$ cat src/rtl/u2cp_pkg.sv
package u2cp_pkg;

	localparam int BYTE_W = 8;
	localparam int CP_W   = 21;
	localparam int NEED_W = 2;
	localparam int CONT_BITS = 6;

	typedef logic [BYTE_W-1:0] byte_t;
	typedef logic [CP_W-1:0]   cp_t;
	typedef logic [NEED_W-1:0] need_t;

	// continuation byte 10xxxxxx
	localparam byte_t CONT_MASK  = 8'hC0;
	localparam byte_t CONT_TAG   = 8'h80;
	localparam byte_t CONT_PAY   = 8'h3F;
	// single byte 0xxxxxxx
	localparam byte_t ASCII_MASK = 8'h80;
	localparam byte_t ASCII_TAG  = 8'h00;
	// two byte lead 110xxxxx
	localparam byte_t LEAD2_MASK = 8'hE0;
	localparam byte_t LEAD2_TAG  = 8'hC0;
	localparam byte_t LEAD2_PAY  = 8'h1F;
	// three byte lead 1110xxxx
	localparam byte_t LEAD3_MASK = 8'hF0;
	localparam byte_t LEAD3_TAG  = 8'hE0;
	localparam byte_t LEAD3_PAY  = 8'h0F;
	// four byte lead 11110xxx
	localparam byte_t LEAD4_MASK = 8'hF8;
	localparam byte_t LEAD4_TAG  = 8'hF0;
	localparam byte_t LEAD4_PAY  = 8'h07;

	localparam byte_t END_BYTE = 8'h00;

	localparam need_t NEED_NONE  = 2'd0;
	localparam need_t NEED_ONE   = 2'd1;
	localparam need_t NEED_TWO   = 2'd2;
	localparam need_t NEED_THREE = 2'd3;

	typedef struct packed {
		logic  emit;
		cp_t   code;
		need_t need_nxt;
		cp_t   part_nxt;
	} step_t;

endpackage

$ cat src/rtl/u2cp_step.sv
module u2cp_step
	import u2cp_pkg::*;
(
	input  byte_t in_byte,
	input  need_t need,
	input  cp_t   part,
	output step_t res
);

	cp_t shifted;

	assign shifted = {part[CP_W-CONT_BITS-1:0], in_byte[CONT_BITS-1:0]};

	always_comb begin
		res = '0;
		if (need != NEED_NONE && (in_byte & CONT_MASK) == CONT_TAG) begin
			if (need == NEED_ONE) begin
				res.emit = 1'b1;
				res.code = shifted;
			end else begin
				res.need_nxt = need - NEED_ONE;
				res.part_nxt = shifted;
			end
		end else if (in_byte == END_BYTE) begin
			// end of string, pending sequence dropped
		end else if ((in_byte & ASCII_MASK) == ASCII_TAG) begin
			res.emit = 1'b1;
			res.code = {{(CP_W-BYTE_W){1'b0}}, in_byte};
		end else if ((in_byte & LEAD2_MASK) == LEAD2_TAG) begin
			res.need_nxt = NEED_ONE;
			res.part_nxt = {{(CP_W-BYTE_W){1'b0}}, in_byte & LEAD2_PAY};
		end else if ((in_byte & LEAD3_MASK) == LEAD3_TAG) begin
			res.need_nxt = NEED_TWO;
			res.part_nxt = {{(CP_W-BYTE_W){1'b0}}, in_byte & LEAD3_PAY};
		end else if ((in_byte & LEAD4_MASK) == LEAD4_TAG) begin
			res.need_nxt = NEED_THREE;
			res.part_nxt = {{(CP_W-BYTE_W){1'b0}}, in_byte & LEAD4_PAY};
		end
		// stray continuation or 0xf8..0xff: skipped, nothing pending
	end

endmodule

$ cat src/rtl/utf8_to_code_point_decoder_core.sv
// channel | handshake                   | word
// --------+-----------------------------+-------------------------
// source  | src_valid / src_stall       | in_byte, 8 bit raw byte
// result  | dst_valid / dst_stall       | code_point, 21 bit value
//
// one byte is taken per cycle while src_stall is low; the byte that
// completes a code point passes the input register and then the result register
// the decode itself is one short step through u2cp_step between them
// arst_n clears the sequence state and both valid flags at once
// a stalled result holds the input register only when both stages are full
module utf8_to_code_point_decoder_core
	import u2cp_pkg::*;
(
	input  logic  clk,
	input  logic  arst_n,
	input  logic  src_valid,
	output logic  src_stall,
	input  byte_t in_byte,
	output logic  dst_valid,
	input  logic  dst_stall,
	output cp_t   code_point
);

	// input register
	logic  valid_s1;
	byte_t byte_s1;

	// sequence state: continuation bytes still due and bits gathered so far
	need_t need_q;
	cp_t   part_q;

	// result register
	logic  valid_s2;
	cp_t   cp_s2;

	step_t step;
	logic  adv;

	u2cp_step u_step (
		.in_byte (byte_s1),
		.need    (need_q),
		.part    (part_q),
		.res     (step)
	);

	// the result register is free when empty or being drained this cycle
	assign adv       = !valid_s2 || !dst_stall;
	// only stall when the held byte cannot move on
	assign src_stall = valid_s1 && !adv;

	always_ff @(posedge clk or negedge arst_n) begin
		if (!arst_n) begin
			valid_s1 <= 1'b0;
			need_q   <= NEED_NONE;
			part_q   <= '0;
			valid_s2 <= 1'b0;
		end else begin
			// input register loads whenever it is not stalled
			if (!src_stall) begin
				valid_s1 <= src_valid;
			end
			// sequence state moves with each decoded byte
			if (adv && valid_s1) begin
				need_q <= step.need_nxt;
				part_q <= step.part_nxt;
			end
			if (adv) begin
				valid_s2 <= valid_s1 && step.emit;
			end
		end
	end

	// payload registers, no reset needed
	always_ff @(posedge clk) begin
		if (!src_stall && src_valid) begin
			byte_s1 <= in_byte;
		end
		if (adv && valid_s1 && step.emit) begin
			cp_s2 <= step.code;
		end
	end

	assign dst_valid  = valid_s2;
	assign code_point = cp_s2;

endmodule

$ cat config.mk
export PLATFORM = sky130hd
export DESIGN_NAME = utf8_to_code_point_decoder_core
export DESIGN_NICKNAME = d
export VERILOG_FILES = /design/src/rtl/u2cp_pkg.sv /design/src/rtl/u2cp_step.sv /design/src/rtl/utf8_to_code_point_decoder_core.sv
export SDC_FILE = /design/constraint.sdc
export NUM_CORES = 1
export LEC_CHECK = 0
export ABC_CLOCK_PERIOD_IN_PS = 5700
export BUFFER_PORTS_ARGS = -buffer_cell sky130_fd_sc_hd__buf_2
export CELL_PAD_IN_SITES_DETAIL_PLACEMENT = 2
export CELL_PAD_IN_SITES_GLOBAL_PLACEMENT = 2
export CORE_MARGIN = 5
export CORE_UTILIZATION = 39
export CTS_CLUSTER_SIZE = 40
export DETAILED_ROUTE_END_ITERATION = 16
export PLACE_DENSITY_LB_ADDON = 0.1
export SLEW_MARGIN = 30
export SYNTH_ARGS = -nofsm -noshare
export SYNTH_HDL_FRONTEND = slang
export SYNTH_SLANG_ARGS = --single-unit
$ cat constraint.sdc
create_clock -name clk -period 5.7 [get_ports clk]
set_input_delay 0.855 -clock clk [delete_from_list [all_inputs] [get_ports clk]]
set_output_delay 0.855 -clock clk [all_outputs]
set_load 0.005 [all_outputs]
Word-level counts from Yosys, hierarchy flattened
Index checks and enable logic that the tools add are counted.
Storage, ports and cells
  output and inout bits: 23
  flip-flop bits (word level): 48
  input port bits: 12
  logic and storage cells: 35
Cells by class
  equality and inequality tests: 5
  add/sub/neg operators: 1
  mux-type cells: 9
  reduce and logical (&&, ||, !) cells: 14
Operators by type and width (count)
  $mux 23: 5
  $mux 45: 2
  $mux 22: 2
  $logic_not 8->1: 2
  $logic_and 1x1->1: 6
  $eq 5x5->1 const B: 1
  $eq 4x4->1 const B: 1
  $logic_not 1->1: 4
  $eq 3x3->1 const B: 1
  $eq 2x1->1 const B: 1
  $eq 2x2->1 const B: 1
  $reduce_bool 2->1: 1
  $sub 2x1->2 const B: 1
  $logic_or 1x1->1: 1

Longest topological paths before layout
  depth in word-level cells: 8
  gate-level depth with buffers: 6
  gate-level depth less buffers: 5

Hierarchy
From an unflattened synthesis, not the netlist that was laid out.
Unflattened totals
  cells, all modules: 164
  area, all modules: 2301.0 um^2
By module, submodules not included
  utf8_to_code_point_decoder_core: area an instance 1838.0 um^2, cells each 88, seq. area each 1496.4 um^2, times used 1
  u2cp_step: area an instance 462.9 um^2, cells each 76, seq. area each 0.0 um^2, times used 1

Worst setup path after synthesis
No wires, ideal clock.
  path kind: input to register
  start point: in dst_stall
  end point: reg cp_s2[0], in the netlist code_point[0], enable pin
  required time: 5.321 ns
  slack: 3.591 ns
  cell stages on the path: 2
  arrival time: 1.730 ns
  path buffers: 0
  cells stage by stage: a21boi_2 -> and3_1
On the way
  cells in the longest elaborated chain, start to end: 4
Ends and longest elaborated chain
  start: declaration: RTL line utf8_to_code_point_decoder_core.sv:20  | input logic dst_stall,
  $logic_not 1->1: RTL line utf8_to_code_point_decoder_core.sv:47  | assign adv = !valid_s2 || !dst_stall;
  $logic_or 1x1->1: RTL line utf8_to_code_point_decoder_core.sv:47
  $logic_and 1x1->1 (2 in a row): RTL line utf8_to_code_point_decoder_core.sv:78  | if (adv && valid_s1 && step.emit) begin
  end signal: assignment: RTL line utf8_to_code_point_decoder_core.sv:79  | cp_s2 <= step.code;
  end: declaration: RTL line utf8_to_code_point_decoder_core.sv:34  | cp_t cp_s2;
No other way between the ends.
A chain may end at the register's enable or synchronous reset.

Final worst setup path
  start point: in dst_stall
  end point: reg cp_s2[20], in the netlist code_point[20], enable pin
The elaborated chain is that of the path after synthesis.

==> metrics.md <==
| Metric | Value |
|---|---|
| Total clock sinks | 48 |
| Routed len/inst | 16.1 microns |
| Register bit total from synthesis | 48 |
| Worst-Margin Slew | 0.797 ns |
| Post-CTS sizing | 0 |
| R2r endpoint | code_point[20]$_SDFFCE_PN0P_ |
| PortBufs | 34 |
| Crit path DAT | 2.26 ns |
| GPL Wtd Cong | around 0.7 |
| FFs w/ async S/R, synth | 0.396 |
| Initial Utilization | 0.395 |
| Die width | approximately 80 microns |
| Tmin final | 2.33 ns |
| Root buf cell | clkbuf_8 |
| DRC viols | 0 |
| Hold Path Origin | part_q[13]$_DFFE_PN0P_ |
| Grt ovf | 0 |
| Largest net degree at the start of global routing | 22 |
| Uppermost layer routed | met4 |
| Wirelength, routed | 4220 microns |
| Hold path endpoint | part_q[13]$_DFFE_PN0P_ |
| Achievable Freq | 430 MHz |
| Worst Path Required | 5.64 ns |
| Net Sw Power | 190 uW |
| Clock Skew | 0.00757 ns |
| Pre-CTS setup slack | 2.75 ns |
| Total power | 713 uW |
| Slowest cell on the critical path | and3_2 |
| Core outline area | 5040 sq um |
| Worst reg-to-reg path cell count | 2 |
| Hpwl dp | 3040 microns |
| Hold Crit Class | flip-flop to flip-flop |
| Die Footprint | 6640 sq um |
| First DRT Iteration DRCs | 45 |
| Most frequent cell after synthesis | nand2_1 |
| Number of global-route vias before repair | 1470 |
| # IOs | 35 |
| Synthesized cell area | roughly 2000 sq um |
| CP max FO | 21 |
| Slowest stage delay, CP | between 0.6 and 0.7 ns |
| Final setup TNS | 0 ns |
| Clk buf depth | 2 |
| Outcome | finished clean |
| Met2 WL post-DR | between 2000 and 2500 microns |
| Vias per Instance | 4.85 |
| Routed met1 length | 1780 microns |
| Ys Warns | 0 |
| CTS tree | built |
| Power per cell area | 311 nW/um^2 |
| DP Cell Count | 255 |
| Post-route ant nets | 0 |
| Maximum vdd drop | between 0.1 and 0.15 mV |
| Total CTS buffers | 5 |
| Post-synth top area cell | edfxtp_1 |
| Post-synth top area share | 0.437 |
| Startpoint Class | input pin |
| PnR worst setup slack | 3.37 ns |
| Post-synth top cells | nand2_1 (36), edfxtp_1 (29), and2_1 (21), dfrtp_1 (19), nand3_1 (13) |
| Post-CTS Setup Inserts | 0 |
| Met3 wire length | approximately 220 microns |
| Comb pwr share | 0.135 |
| Hold-fix buffers, CTS | 0 |
| Row count | 26 |
| Crit path kind | input pin to flip-flop |
| Reg2reg start | dst_valid$_DFFE_PN0N_ |
| Post-synth cell types | 29 |
| Slew margin rel. | 0.466 |
| Area Overhead vs Synth | 15.0% |
| Layout Cells excl Fill | 263 |
| Max Cap Viol | 0 |
| Final slew viol count | 0 |
| Synth top area cells | edfxtp_1 (44%), dfrtp_1 (24%), nand2_1 (6.8%) |
| RSZ-0062 raised after global routing | no |
| Reg power frac | 0.592 |
| Clock Power Share | 0.272 |
| EDFF count, synth | 29 |
| Top_reg_cell synth | edfxtp_1 |
| Layout cell share with drive strength beyond 1 | 0.249 |
| Critical Path End Type | flip-flop |
| CTS clk-pin slew, worst paths | roughly 0.08 ns |
| Total track usage | 0.143 |
| Int Pwr | 523 uW |
| Initial antenna violation count | 0 |
| Die Span Y | between 80 and 90 microns |
| Leak Pwr | 0.000989 uW |
| Clock Latency Late Sink | 0.29 ns |
| R2R Setup Slk | between 3 and 4 ns |
| Vias | 1275 |
| First-pass GRT wire length | 7090 microns |
| Sw frac | 0.266 |
| Post-synthesis cell count | about 160 |
| Syn Nets | 172 |
| H-tree depth | 2 |
| Nets | 206 |
| Final Hold Vio Count | 0 |
| CP Cell Sequence | buf_2 > a21boi_2 > and3_2 |
| Ant. Diodes | 0 |
| Hold path cells | 2 |
| Final setup vio count | 0 |
| TritonRoute pass-1 iters | 4 |
| Avg Inst Size Synth | 12.6 sq um |
| Final worst path period share | 0.408 |
| Register area share after synthesis | 0.675 |
[power groups by stage]
stage	sequential, uW	clock (uW)	combinational (uW)
floorplan	424	0	62.0
global placement	428	0	90.0
detailed placement	430	0	96.7
CTS	423	198	97.6
global route	426	217	110
finish	422	194	96.5
[state kept, by name (all words and copies together) (netlist names)]
signal	count
code_point	21
part_q	15
byte_s1	8
need_q	2
dst_valid	1
valid_s1	1
[through the flow]
step | cell area, sq um | hold slack (ns) | util
3_3_place_gp | 2200 | 0.445 | 0.436
6_report | 2290 | 0.466 | 0.455
3_5_place_dp | 2200 | 0.455 | 0.436
5_1_grt | 2290 | 0.512 | 0.455
2_1_floorplan | 1990 | 0.430 | -
4_1_cts | 2280 | 0.473 | 0.453
[routing by layer]
| layer | vias to the layer above | GRT usage |
|---|---|---|
| met4 | 0 | 0.0456 |
| li1 | 609 | - |
| met5 | - | 0 |
| met1 | 632 | 0.162 |
| met2 | 27 | 0.259 |
| met3 | 7 | 0.0417 |
[worst max-delay path by stage]
stage	start	to	slack [ns]	cells past startpoint
3_5_place_dp	dst_stall	code_point[19]$_SDFFCE_PN0P_	2.75	3
6_report	dst_stall	code_point[20]$_SDFFCE_PN0P_	3.37	3
2_1_floorplan	dst_stall	code_point[0]$_DFFE_PP_	3.59	2
3_3_place_gp	dst_stall	code_point[19]$_SDFFCE_PN0P_	2.86	3
5_1_grt	dst_stall	code_point[13]$_SDFFCE_PN0P_	3.29	3
4_1_cts	dst_stall	code_point[19]$_SDFFCE_PN0P_	3.07	3
[logic make-up (layout without fill, tap and decap cells)]
logic type,Yosys count,count (layout),synth area share
AND/OR/NAND/NOR,80,80,0.213
flip-flops,48,48,0.675
AO/OA/AOI/OAI,16,16,0.0640
buffers and inverters,12,47,0.0345
adder cells (fa/ha/maj),2,2,0.0126
[layout by cell type, fill, tap and decap left out, drive strengths merged]
cell type / Yosys / layout
a21bo: 1 / 1
a21boi: 1 / 1
a21o: 1 / 1
a31oi: 1 / 1
a32o: 1 / 1
a41oi: 1 / 1
and2: 21 / 21
and3: 1 / 1
and4bb: 1 / 1
buf: 7 / 34
clkbuf: 0 / 7
clkinv: 0 / 1
dfrtp: 19 / 19
edfxtp: 29 / 29
ha: 2 / 2
inv: 5 / 5
nand2: 36 / 36
nand2b: 2 / 2
nand3: 13 / 13
nor2: 2 / 2
nor4: 2 / 2
nor4b: 2 / 2
o21ai: 7 / 7
o221ai: 1 / 1
o31ai: 2 / 2
[cell type report]
class | instances | area [sq um]
clock inverters | 1 | 5.00
inverters | 5 | 18.8
repair buffers | 34 | 170
well taps | 70 | 87.6
fillers | 552 | 2750
clock buffers | 7 | 76.3
multi-input cells | 98 | 588
flip-flops and latches | 48 | 1350
[worst max-delay path: cells and delay by family]
family,cells,cell delay (ns)
buf+inv,1,0.13
compound gates,1,0.61
simple gates,1,0.65
Note: power is estimated with default switching activity, not from simulation.
